--- src/heap_pressure_restart_monitor_macros.svh ---
// assertion macros for the heap pressure restart monitor
// expects signals clk and arst_n in the including module
`ifndef HEAP_PRESSURE_RESTART_MONITOR_MACROS_SVH
`define HEAP_PRESSURE_RESTART_MONITOR_MACROS_SVH

// same-cycle implication, disabled during reset
`define HPRM_ASSERT_IMP(lbl, ante, cons, msg) \
	lbl: assert property (@(posedge clk) disable iff (!arst_n) (ante) |-> (cons)) \
		else $error(msg);

// next-cycle implication, disabled during reset
`define HPRM_ASSERT_NXT(lbl, ante, cons, msg) \
	lbl: assert property (@(posedge clk) disable iff (!arst_n) (ante) |=> (cons)) \
		else $error(msg);

`endif

--- src/hprm_pkg.sv ---
// shared constants, codes and types for the heap pressure restart monitor
// no dependencies
package hprm_pkg;

	localparam int RING_DEPTH        = 12;
	localparam int MIN_TREND_SAMPLES = 6;
	localparam int BURST_SUPPRESS_S  = 14400;

	localparam int FILL_W   = $clog2(RING_DEPTH + 1);
	localparam int SAMPLE_W = 16;

	// event kinds carried in s_tuser
	localparam logic [1:0] FUNC_SAMPLE    = 2'd0;
	localparam logic [1:0] FUNC_CHECK     = 2'd1;
	localparam logic [1:0] FUNC_HEARTBEAT = 2'd2;
	localparam logic [1:0] FUNC_FLUSH     = 2'd3;

	// register indexes (byte address is 4 * index)
	localparam logic [2:0] REG_PRESSURE_THRESHOLD  = 3'd0;
	localparam logic [2:0] REG_DEBOUNCE_SAMPLES    = 3'd1;
	localparam logic [2:0] REG_MIN_UPTIME          = 3'd2;
	localparam logic [2:0] REG_EROSION_DELTA       = 3'd3;
	localparam logic [2:0] REG_COMPACT_ENTER_FREE  = 3'd4;
	localparam logic [2:0] REG_COMPACT_ENTER_BLOCK = 3'd5;
	localparam logic [2:0] REG_COMPACT_EXIT_FREE   = 3'd6;
	localparam logic [2:0] REG_COMPACT_EXIT_BLOCK  = 3'd7;

	// register reset values
	localparam logic [15:0] RST_PRESSURE_THRESHOLD  = 16'd13000;
	localparam logic [3:0]  RST_DEBOUNCE_SAMPLES    = 4'd3;
	localparam logic [15:0] RST_MIN_UPTIME          = 16'd1800;
	localparam logic [15:0] RST_EROSION_DELTA       = 16'd1024;
	localparam logic [16:0] RST_COMPACT_ENTER_FREE  = 17'd20000;
	localparam logic [16:0] RST_COMPACT_ENTER_BLOCK = 17'd14000;
	localparam logic [16:0] RST_COMPACT_EXIT_FREE   = 17'd21024;
	localparam logic [16:0] RST_COMPACT_EXIT_BLOCK  = 17'd15024;

	// one result, restart_request in the lowest bit
	typedef struct packed {
		logic [3:0] samples_held;
		logic [3:0] pressure_count;
		logic       compact_mode;
		logic       restart_request;
	} result_t;

endpackage

--- src/hprm_cell.sv ---
// one ring cell: holds a sample, passes it on when a new sample shifts in
// depends on hprm_pkg
module hprm_cell (
	input  logic                          clk,
	input  logic                          shift,
	input  logic [hprm_pkg::SAMPLE_W-1:0] d,
	input  logic                          sel,
	input  logic [hprm_pkg::SAMPLE_W-1:0] pick_in,
	output logic [hprm_pkg::SAMPLE_W-1:0] q,
	output logic [hprm_pkg::SAMPLE_W-1:0] pick_out
);

	logic [hprm_pkg::SAMPLE_W-1:0] sample_q;

	always_ff @(posedge clk) begin
		if (shift) begin
			sample_q <= d;
		end
	end

	assign q        = sample_q;
	// the selected cell drops its sample onto the pick chain
	assign pick_out = pick_in | (sel ? sample_q : '0);

endmodule

--- src/hprm_skid.sv ---
// two-entry output stage: result register plus skid register
// depends on hprm_pkg
module hprm_skid (
	input  logic              clk,
	input  logic              arst_n,
	input  logic              in_valid,
	output logic              in_ready,
	input  hprm_pkg::result_t in_data,
	output logic              out_valid,
	input  logic              out_ready,
	output hprm_pkg::result_t out_data
);

	logic              out_valid_q;
	hprm_pkg::result_t out_q;
	logic              skid_valid_q;
	hprm_pkg::result_t skid_q;
	logic              in_fire;
	logic              out_fire;

	assign in_ready = !skid_valid_q;
	assign in_fire  = in_valid && in_ready;
	assign out_fire = out_valid_q && out_ready;

	always_ff @(posedge clk or negedge arst_n) begin
		if (!arst_n) begin
			out_valid_q  <= 1'b0;
			skid_valid_q <= 1'b0;
		end else if (out_fire) begin
			if (skid_valid_q) begin
				skid_valid_q <= 1'b0;
			end else begin
				out_valid_q <= in_fire;
			end
		end else if (in_fire) begin
			if (out_valid_q) begin
				skid_valid_q <= 1'b1;
			end else begin
				out_valid_q <= 1'b1;
			end
		end
	end

	always_ff @(posedge clk) begin
		if (out_fire) begin
			out_q <= skid_valid_q ? skid_q : in_data;
		end else if (in_fire) begin
			if (out_valid_q) begin
				skid_q <= in_data;
			end else begin
				out_q <= in_data;
			end
		end
	end

	assign out_valid = out_valid_q;
	assign out_data  = out_q;

endmodule

--- src/heap_pressure_restart_monitor.sv ---
// top level of the heap pressure restart monitor: registers, event logic, ring of cells
// depends on hprm_pkg, hprm_cell, hprm_skid and heap_pressure_restart_monitor_macros.svh
//
//  channel   | ports                                  | moves
//  ----------+----------------------------------------+-------------------------------
//  events in | s_tvalid s_tready s_tdata s_tuser      | one event per transaction
//  result    | m_tvalid m_tready m_tdata              | one result per event
//  registers | psel penable pwrite paddr pwdata prdata| APB writes and reads
//
// an event is decided in the cycle it is accepted; its result is registered in the
// output stage; one event per cycle sustained while m_tready stays high
// the sample ring is a row of cells that shift together on each sample event; the
// oldest sample is picked by a select chain running through the cells
// reset clears the fill count, debounce count, compact latch and output stage; the
// registers return to their defaults; cell contents stay undefined until written
// a stalled result sits in the output register and a second one in the skid
// register; s_tready drops only while both are occupied
`include "heap_pressure_restart_monitor_macros.svh"

module heap_pressure_restart_monitor (
	input  logic        clk,
	input  logic        arst_n,
	// events
	input  logic        s_tvalid,
	output logic        s_tready,
	// block_bytes[16:0], free_bytes[33:17], uptime[65:34],
	// recovery_active[66], prior_was_proactive[67], zero pad[71:68]
	input  logic [71:0] s_tdata,
	// func[1:0]
	input  logic [1:0]  s_tuser,
	// results
	output logic        m_tvalid,
	input  logic        m_tready,
	// restart_request[0], compact_mode[1], pressure_count[5:2],
	// samples_held[9:6], zero pad[15:10]
	output logic [15:0] m_tdata,
	// configuration
	input  logic        psel,
	input  logic        penable,
	input  logic        pwrite,
	input  logic [4:0]  paddr,
	input  logic [31:0] pwdata,
	output logic [31:0] prdata,
	output logic        pready
);

	localparam int DEPTH = hprm_pkg::RING_DEPTH;
	localparam int FW    = hprm_pkg::FILL_W;
	localparam int SW    = hprm_pkg::SAMPLE_W;

	// configuration registers
	logic [15:0] pressure_threshold_q;
	logic [3:0]  debounce_samples_q;
	logic [15:0] min_uptime_q;
	logic [15:0] erosion_delta_q;
	logic [16:0] compact_enter_free_q;
	logic [16:0] compact_enter_block_q;
	logic [16:0] compact_exit_free_q;
	logic [16:0] compact_exit_block_q;

	// block state
	logic [FW-1:0] fill_q;
	logic [3:0]    low_q;
	logic          latch_q;

	// unpacked event fields
	logic [1:0]  func;
	logic [16:0] block_bytes;
	logic [16:0] free_bytes;
	logic [31:0] uptime;
	logic        recovery_active;
	logic        prior_was_proactive;

	logic              s_fire;
	logic              cfg_wr;
	logic [2:0]        cfg_idx;
	hprm_pkg::result_t res;
	hprm_pkg::result_t out_res;

	logic [FW-1:0] fill_nxt;
	logic [3:0]    low_nxt;
	logic          latch_nxt;
	logic          fire;

	// ring of cells
	logic [SW-1:0] cell_d [DEPTH];
	logic [SW-1:0] cell_q [DEPTH];
	logic [SW-1:0] pick   [DEPTH+1];
	logic          sel    [DEPTH];
	logic [SW-1:0] sat_sample;
	logic          shift;
	logic [SW-1:0] oldest;
	logic [SW-1:0] newest;
	logic          not_eroding;
	logic          gated;

	assign func                = s_tuser;
	assign block_bytes         = s_tdata[16:0];
	assign free_bytes          = s_tdata[33:17];
	assign uptime              = s_tdata[65:34];
	assign recovery_active     = s_tdata[66];
	assign prior_was_proactive = s_tdata[67];

	// ---------------- configuration port ----------------
	assign pready  = 1'b1;
	assign cfg_idx = paddr[4:2];
	assign cfg_wr  = psel && penable && pwrite && pready;

	always_ff @(posedge clk or negedge arst_n) begin
		if (!arst_n) begin
			pressure_threshold_q  <= hprm_pkg::RST_PRESSURE_THRESHOLD;
			debounce_samples_q    <= hprm_pkg::RST_DEBOUNCE_SAMPLES;
			min_uptime_q          <= hprm_pkg::RST_MIN_UPTIME;
			erosion_delta_q       <= hprm_pkg::RST_EROSION_DELTA;
			compact_enter_free_q  <= hprm_pkg::RST_COMPACT_ENTER_FREE;
			compact_enter_block_q <= hprm_pkg::RST_COMPACT_ENTER_BLOCK;
			compact_exit_free_q   <= hprm_pkg::RST_COMPACT_EXIT_FREE;
			compact_exit_block_q  <= hprm_pkg::RST_COMPACT_EXIT_BLOCK;
		end else if (cfg_wr) begin
			unique case (cfg_idx)
				hprm_pkg::REG_PRESSURE_THRESHOLD:  pressure_threshold_q  <= pwdata[15:0];
				hprm_pkg::REG_DEBOUNCE_SAMPLES:    debounce_samples_q    <= pwdata[3:0];
				hprm_pkg::REG_MIN_UPTIME:          min_uptime_q          <= pwdata[15:0];
				hprm_pkg::REG_EROSION_DELTA:       erosion_delta_q       <= pwdata[15:0];
				hprm_pkg::REG_COMPACT_ENTER_FREE:  compact_enter_free_q  <= pwdata[16:0];
				hprm_pkg::REG_COMPACT_ENTER_BLOCK: compact_enter_block_q <= pwdata[16:0];
				hprm_pkg::REG_COMPACT_EXIT_FREE:   compact_exit_free_q   <= pwdata[16:0];
				hprm_pkg::REG_COMPACT_EXIT_BLOCK:  compact_exit_block_q  <= pwdata[16:0];
				default: ;
			endcase
		end
	end

	always_comb begin
		unique case (cfg_idx)
			hprm_pkg::REG_PRESSURE_THRESHOLD:  prdata = {16'd0, pressure_threshold_q};
			hprm_pkg::REG_DEBOUNCE_SAMPLES:    prdata = {28'd0, debounce_samples_q};
			hprm_pkg::REG_MIN_UPTIME:          prdata = {16'd0, min_uptime_q};
			hprm_pkg::REG_EROSION_DELTA:       prdata = {16'd0, erosion_delta_q};
			hprm_pkg::REG_COMPACT_ENTER_FREE:  prdata = {15'd0, compact_enter_free_q};
			hprm_pkg::REG_COMPACT_ENTER_BLOCK: prdata = {15'd0, compact_enter_block_q};
			hprm_pkg::REG_COMPACT_EXIT_FREE:   prdata = {15'd0, compact_exit_free_q};
			hprm_pkg::REG_COMPACT_EXIT_BLOCK:  prdata = {15'd0, compact_exit_block_q};
			default:                           prdata = '0;
		endcase
	end

	// ---------------- sample ring ----------------
	// saturate the reading to 16 bits
	assign sat_sample = block_bytes[16] ? {SW{1'b1}} : block_bytes[15:0];
	assign shift      = s_fire && (func == hprm_pkg::FUNC_SAMPLE);
	assign pick[0]    = '0;

	// newest sample in cell 0; oldest in cell fill-1
	for (genvar i = 0; i < DEPTH; i++) begin : g_cell
		if (i == 0) begin : g_head
			assign cell_d[i] = sat_sample;
		end else begin : g_body
			assign cell_d[i] = cell_q[i-1];
		end
		assign sel[i] = (fill_q == FW'(i + 1));

		hprm_cell u_cell (
			.clk      (clk),
			.shift    (shift),
			.d        (cell_d[i]),
			.sel      (sel[i]),
			.pick_in  (pick[i]),
			.q        (cell_q[i]),
			.pick_out (pick[i+1])
		);
	end

	assign oldest = pick[DEPTH];
	assign newest = cell_q[0];

	// too few samples reads as erosion
	assign not_eroding = (32'(fill_q) >= hprm_pkg::MIN_TREND_SAMPLES) &&
		((newest >= oldest) || ((oldest - newest) < erosion_delta_q));

	assign gated = (uptime < {16'd0, min_uptime_q}) || recovery_active ||
		(prior_was_proactive && (uptime < 32'(hprm_pkg::BURST_SUPPRESS_S)));

	// ---------------- event decision ----------------
	always_comb begin
		fill_nxt  = fill_q;
		low_nxt   = low_q;
		latch_nxt = latch_q;
		fire      = 1'b0;
		unique case (func)
			hprm_pkg::FUNC_SAMPLE: begin
				if (32'(fill_q) < DEPTH) begin
					fill_nxt = fill_q + 1'b1;
				end
			end
			hprm_pkg::FUNC_CHECK: begin
				priority if (gated) begin
					low_nxt = low_q;
				end else if (block_bytes >= {1'b0, pressure_threshold_q}) begin
					low_nxt = '0;
				end else if (low_q < debounce_samples_q) begin
					low_nxt = low_q + 1'b1;
				end else if (not_eroding) begin
					low_nxt = '0;
				end else begin
					fire = 1'b1;
				end
			end
			hprm_pkg::FUNC_HEARTBEAT: begin
				// hysteresis: separate enter and exit levels
				if (latch_q) begin
					if (free_bytes >= compact_exit_free_q &&
						block_bytes >= compact_exit_block_q) begin
						latch_nxt = 1'b0;
					end
				end else if (free_bytes < compact_enter_free_q ||
					block_bytes < compact_enter_block_q) begin
					latch_nxt = 1'b1;
				end
			end
			hprm_pkg::FUNC_FLUSH: begin
				fill_nxt = '0;
			end
			default: ;
		endcase
	end

	always_ff @(posedge clk or negedge arst_n) begin
		if (!arst_n) begin
			fill_q  <= '0;
			low_q   <= '0;
			latch_q <= 1'b0;
		end else if (s_fire) begin
			fill_q  <= fill_nxt;
			low_q   <= low_nxt;
			latch_q <= latch_nxt;
		end
	end

	assign res.restart_request = fire;
	assign res.compact_mode    = latch_nxt;
	assign res.pressure_count  = low_nxt;
	assign res.samples_held    = 4'(fill_nxt);

	// ---------------- output stage ----------------
	hprm_skid u_skid (
		.clk       (clk),
		.arst_n    (arst_n),
		.in_valid  (s_tvalid),
		.in_ready  (s_tready),
		.in_data   (res),
		.out_valid (m_tvalid),
		.out_ready (m_tready),
		.out_data  (out_res)
	);

	assign s_fire  = s_tvalid && s_tready;
	assign m_tdata = {6'd0, out_res};

	// ---------------- assertions ----------------
	`HPRM_ASSERT_IMP(a_fill_bound, 1'b1, 32'(fill_q) <= DEPTH, "ring fill above depth")
	`HPRM_ASSERT_IMP(a_fire_only_check, s_fire && (func != hprm_pkg::FUNC_CHECK),
		!res.restart_request, "restart request outside a check")
	`HPRM_ASSERT_NXT(a_fill_step, shift && (32'(fill_q) < DEPTH),
		fill_q == $past(fill_q) + 1'b1, "sample did not grow the ring fill")
	`HPRM_ASSERT_NXT(a_flush_empty, s_fire && (func == hprm_pkg::FUNC_FLUSH),
		fill_q == '0, "flush left samples in the ring")

endmodule

--- config.mk ---
export PLATFORM = sky130hd
export DESIGN_NAME = heap_pressure_restart_monitor
export DESIGN_NICKNAME = d
export VERILOG_FILES = /design/src/hprm_pkg.sv /design/src/hprm_cell.sv /design/src/hprm_skid.sv /design/src/heap_pressure_restart_monitor.sv
export VERILOG_INCLUDE_DIRS = /design/src /design/src/src
export SDC_FILE = /design/constraint.sdc
export NUM_CORES = 1
export LEC_CHECK = 0
export ABC_AREA = 1
export CORE_MARGIN = 3
export CORE_UTILIZATION = 64
export DETAILED_ROUTE_END_ITERATION = 8
export DONT_BUFFER_PORTS = 1
export PLACE_DENSITY_LB_ADDON = 0.3
export SETUP_SLACK_MARGIN = 0.3
export SLEW_MARGIN = 20
export SYNTH_ARGS = -nofsm -noshare
export SYNTH_HDL_FRONTEND = slang
export SYNTH_SLANG_ARGS = --single-unit
--- constraint.sdc ---
create_clock -name clk -period 11.1 [get_ports clk]
set_clock_uncertainty 0.15 [all_clocks]
set_input_delay 0.555 -clock clk [delete_from_list [all_inputs] [get_ports clk]]
set_output_delay 0.555 -clock clk [all_outputs]
set_load 0.005 [all_outputs]
-- Word level (Yosys, flattened, before mapping)
Index checks and enable logic that the tools add are counted.
- register bits after elaboration: 343
- input port bits: 118
- output and inout port bits: 51
- word-level logic and storage cells: 152
- $add $sub $neg: 3
- order comparisons: 12
- eq/ne operators: 24
- muxes and demuxes: 39
- bitwise logic cells: 12
- reduce and logical (&&, ||, !) cells: 29
- operator list (kind ; count):
    case mux 32 bit (8 select lines) ; 1
    2-to-1 mux 16 bit ; 12
    OR 16 bit ; 11
    2-to-1 mux 10 bit ; 4
    >= comparator 17 bit ; 2
    < comparator 17 bit ; 2
    < comparator 32 x 14 -> 1 bit, second input constant ; 1
    < comparator 32 x 16 -> 1 bit ; 1
    2-to-1 mux 4 bit ; 6
    AND reduction 2 bit ; 11
    == test 4 bit, second input constant ; 5
    >= comparator 17 x 16 -> 1 bit ; 1
    == test 4 x 3 -> 1 bit, second input constant ; 4
    >= comparator 16 bit ; 1
    < comparator 16 bit ; 1
    subtractor 16 bit ; 1
    2-to-1 mux 1 bit ; 15
    == test 3 bit, second input constant ; 4
    adder 4 x 1 -> 4 bit, second input constant ; 2
    == test 4 x 2 -> 1 bit, second input constant ; 2
    logical AND 1 bit ; 8
    case mux 4 bit (2 select lines) ; 1
    == test 3 x 2 -> 1 bit, second input constant ; 2
    == test 2 bit, second input constant ; 2
    other kinds (14) ; 19

-- Longest topological paths before layout
- word-level depth: 25
- gate-level depth with buffers: 33

-- Cells and area by module
Synthesis repeated with hierarchy kept, for this count alone.
- cells, all modules: 2169
- area, all modules: 19392.3 µm²
- modules (own cells, without submodules) (module ; instances ; cells each ; area each (µm²) ; seq. area each (µm²)):
    heap_pressure_restart_monitor ; 1 ; 1308 ; 10058.4 ; 3273.1
    hprm_cell ; 12 ; 66 ; 704.4 ; 480.5
    hprm_skid ; 1 ; 69 ; 880.8 ; 650.6

-- Worst setup path before layout
OpenSTA, ideal clock, no wires.
- kind: input-to-reg
- start point: in s_tvalid
- end point: reg g_cell[0].u_cell.sample_q, in the netlist g_cell[0].u_cell.q[0] (enable)
- library setup time: 0.748 ns
- arrival: 8.921 ns
- data required time: 10.202 ns
- setup slack: 1.281 ns
- stages on the path: 5
- buffers on the path: 1
- cell sequence: inv_1 -> nor2_1 -> inv_1 -> clkbuf_1 -> nor2_1
- longest elaborated chain between the ends: 2
- RTL lines (what ; RTL line ; source):
    start, declared ; heap_pressure_restart_monitor.sv:24 ; input logic s_tvalid,
    logical AND 1 bit ; heap_pressure_restart_monitor.sv:257 ; assign s_fire = s_tvalid && s_tready;
    logical AND 1 bit ; heap_pressure_restart_monitor.sv:151 ; assign shift = s_fire && (func == hprm_pkg::FUNC_SAMPLE);
    net g_cell[0].u_cell.shift ; hprm_cell.sv:5 ; input logic shift,
    end signal, assigned ; hprm_cell.sv:17 ; sample_q <= d;
    end, declared ; hprm_cell.sv:13 ; logic [hprm_pkg::SAMPLE_W-1:0] sample_q;
The timed path passes the listed nets, and every way through them passes these cells.
A chain may end at the register's enable or synchronous reset.

-- Final worst setup path
- start point: reg fill_q[1]
- end point: reg u_skid.out_q, in the netlist u_skid.out_data[2], data pin
- longest elaborated chain between the ends: 25
- elaborated cells on any way between the ends: 50
- classes of those cells: 1 x add/sub; 3 x order compare; 12 x eq/ne; 21 x mux; 11 x bitwise; 2 x reduce/logical
- RTL lines (what ; RTL line ; source):
    start, declared ; heap_pressure_restart_monitor.sv:62 ; logic [FW-1:0] fill_q;
    start signal, assigned ; heap_pressure_restart_monitor.sv:234 ; fill_q <= fill_nxt;
    == test 4 x 1 -> 1 bit or == test 4 x 2 -> 1 bit (tied branches) ; heap_pressure_restart_monitor.sv:161 ; assign sel[i] = (fill_q == FW'(i + 1));
    2-to-1 mux 16 bit ; hprm_cell.sv:23 ; assign pick_out = pick_in | (sel ? sample_q : '0);
    OR 16 bit (11 in a row) ; hprm_cell.sv:23 ;
    subtractor 16 bit ; heap_pressure_restart_monitor.sv:179 ; ((newest >= oldest) || ((oldest - newest) < erosion_delta_q));
    < comparator 16 bit ; heap_pressure_restart_monitor.sv:179 ;
    logical OR 1 bit ; heap_pressure_restart_monitor.sv:179 ;
    logical AND 1 bit * ; heap_pressure_restart_monitor.sv:178 ; assign not_eroding = (32'(fill_q) >= hprm_pkg::MIN_TREND_SAMPLES) &&
    2-to-1 mux 4 bit * ; heap_pressure_restart_monitor.sv:203 ; end else if (not_eroding) begin
    2-to-1 mux 4 bit * ; heap_pressure_restart_monitor.sv:201 ; end else if (low_q < debounce_samples_q) begin
    2-to-1 mux 4 bit * ; heap_pressure_restart_monitor.sv:199 ; end else if (block_bytes >= {1'b0, pressure_threshold_q}) begin
    2-to-1 mux 4 bit * ; heap_pressure_restart_monitor.sv:197 ; priority if (gated) begin
    2-to-1 mux 4 bit * ; heap_pressure_restart_monitor.sv:190 ; unique case (func)
    2-to-1 mux 10 bit ; hprm_skid.sv:48 ; if (out_valid_q) begin
    2-to-1 mux 10 bit ; hprm_skid.sv:47 ; end else if (in_fire) begin
    2-to-1 mux 10 bit * ; hprm_skid.sv:45 ; if (out_fire) begin
    end signal, assigned ; hprm_skid.sv:46 ; out_q <= skid_valid_q ? skid_q : in_data;
    end signal, assigned ; hprm_skid.sv:51 ; out_q <= in_data;
    end, declared ; hprm_skid.sv:15 ; hprm_pkg::result_t out_q;
Mark *: on every way between the ends. The rest lies on a longest branch, timed or not. The select of a mux whose other input is x is not followed.

==> out/results.tsv <==
metric	value	unit
status	finished, violations left	
violations	hold timing	
finalWeightedCongestion	0.930	
dr.pass1.iters	5	
area_growth	9.72	%
detail_route.vias_per_cell	6.09	
port_buffers	0	
power_density	221	nW/µm²
post-route-period-util	0.529	
cts.clk_slew.worst_paths	0.06	ns
rsz0062_at_grt	false	
dieArea	29900	µm²
power.leakage	0.00838	µW
critPathRequiredTime	11.23	ns
synth.most_common_cell	nand2_1	
crit_path_end_kind	register	
cts_setup_buffers	0	
synth_top_area_frac	0.357	
synth_cell_types	50	
numCtsBuffers	37	
slew_headroom	0.268	
async_reset_ff_frac	0.382	
die_height	173	µm
yosys_warnings	0	
placed_cell_area	18100	µm²
holdWs	-0.00197	ns
grt_max_degree	132	
cts_buffer_depth	3	
cpMostUsedCell	nand2_1	
yosys-top-cells-count	nand2_1 (366), inv_1 (230), edfxtp_1 (212)	
hpwl	32400	µm
grt_overflow	0	
drc_errors	0	
drive_gt1_frac	0.0872	
peakVddDrop	0.000121	V
synth_seq_cells	343	
design_area	19600	µm²
cp_max_fo	17	
period_minus_slack	5.87	ns
grtUsageTotal	0.307	
fp.coreArea	27200	µm²
slowest_delay	0.51	ns
nets	2099	
arrival	6.00	ns
synthFlopType	edfxtp_1	
cpMaxStageDelayCell	nand2_1	
antenna_found_initial	1	
die_x	173	µm
start_util	0.657	
maxCapViolations	0	
dr_total_vias	13600	
tritoncts	done	
grt_first_pass_wirelength	72800	µm
fmax	0.170	GHz
wl	46300	µm
clockRootBuffer	clkbuf_16	
drt-initial-drc-count	1395	
synth_top_cell_by_area	edfxtp_1	
syn_inst	1821	
clk_latency	0.53	ns
syn_avg_cell_area	9.80	µm²
ios	169	
synth_area_leaders	edfxtp_1 (36%), dfrtp_1 (13%), ha_1 (9.7%), nand2_1 (7.7%), dfstp_2 (5.3%)	
nFillCells	1953	
routedWlPerCell	20.7	µm
synth_area	17800	µm²
finalSetupViolCount	0	
start_kind	register	
final_antenna_net_count	0	
cts.repair.resized	0	
h-tree-depth	2	
seq_area_frac_synth	0.543	
n_antenna_cell	0	
tightestPinTransition	1.10	ns
hold_path.class	in -> reg	
hold_violations	1	
rows	60	
first_global_vias	13500	
synth_edf_count	212	
critPathKind	reg -> reg	
cts_sinks	343	
tns	0	ns
slew_viol_final	0	
power by group:
group	leakage (µW)	switching, µW	internal [µW]	total [µW]
sequential	0.00347	93.1	1560	1660
clock	0.000575	496	729	1220
combinational	0.00433	930	512	1440
flip-flops by register name, indices dropped and copies added (netlist names), 10 cells and up:
name	count
u_skid.out_data	10
compact_enter_block_q	17
min_uptime_q	16
pressure_threshold_q	16
compact_exit_block_q	17
u_skid.skid_q	10
g_cell.u_cell.q	192
compact_enter_free_q	17
compact_exit_free_q	17
erosion_delta_q	16
worst max-delay path, delay by kind of cell (launching register included):
kind / cells / cell delay [ns]
AO/OA/AOI/OAI: 9 / 1.58
XOR/XNOR: 1 / 0.17
adder cells (fa/ha/maj): 3 / 0.87
buffers and inverters: 3 / 0.40
flip-flops: 1 / 0.46
AND/OR/NAND/NOR: 15 / 1.98
cells by family after synthesis:
| family | synth area share |
|---|---|
| simple gates | 0.150 |
| flops | 0.543 |
| compound gates | 0.127 |
| xor+xnor | 0.00785 |
| other cells | 0.000421 |
| fa+ha+maj | 0.0986 |
| buf+inv | 0.0732 |
cell type report:
cell class                 instances  area (µm²)  area share
clock buffer                      56        1060      0.0541
clock inverter                    11         128     0.00652
inverter                         247         927      0.0473
multi-input combinational       1176        6950       0.355
sequential                       343        9690       0.495
tap                              372         465      0.0238
timing repair buffer              36         358      0.0183
what timing repair did:
| action | 4_1_cts | 5_1_grt |
|---|---|---|
| endpoints found under the hold margin | 171 | 1 |
| endpoints found under the setup margin | 0 | 0 |
| hold buffers | 19 | 1 |
layer usage:
metal / up-vias / part of all wire / global-route usage
met5: - / 0.00024 / 0
met4: 2 / 0.050 / 0.140
met3: 148 / 0.083 / 0.0610
met2: 673 / 0.47 / 0.497
met1: 6514 / 0.39 / 0.403
li1: 6302 / - / -
stage by stage:
| step | hold WS [ns] | util | worst slack, ns | power (µW) | std cells |
|---|---|---|---|---|---|
| after floorplan | 0.109 | - | 1.28 | 2680 | 1841 |
| after global placement | 0.115 | 0.668 | 5.54 | 2980 | 2153 |
| after detailed placement | 0.114 | 0.668 | 5.39 | 3060 | 2153 |
| after CTS | 0.000316 | 0.719 | 5.29 | 4310 | 2239 |
| after global routing | 0.0100 | 0.721 | 4.80 | 4580 | 2241 |
| final | -0.00197 | 0.721 | 5.23 | 4320 | 2241 |
cell usage in the layout (no fill, tap or decap), drive strengths merged, types with 10 or more instances in the layout:
cell type    Yosys  final
nand2          377    377
inv            247    248
edfxtp         212    212
o21ai          160    160
ha             139    139
dfrtp           95     95
nand3           90     90
a21oi           81     81
nor2            76     76
clkbuf          40     56
o22ai           41     41
dfstp           36     36
nand4           29     29
conb             2     22
o211ai          22     22
or2             20     20
dlygate4sd3      0     19
a221oi          18     18
buf             35     17
nor3            17     17
xor2            12     12
a22oi           10     10
path summary, 6_finish.rpt:
| kind | startpoint | end | slack, ns | cells after the start |
|---|---|---|---|---|
| worst max-delay path | fill_q[1] | u_skid.out_data[2] | 5.23 | 31 |
| worst min-delay path | pwdata[6] | compact_exit_free_q[6] | -0.002 | 2 |
| worst max register to register | fill_q[1] | u_skid.out_data[2] | 5.23 | 31 |
| worst min register to register | g_cell[5].u_cell.q[10] | g_cell[6].u_cell.q[10] | 0.30 | 0 |
| max in group asynchronous | arst_n | pressure_threshold_q[10] | 9.79 | 2 |
| min in group asynchronous | arst_n | min_uptime_q[2] | 0.48 | 2 |
Note: power is estimated with default switching activity, not from simulation.
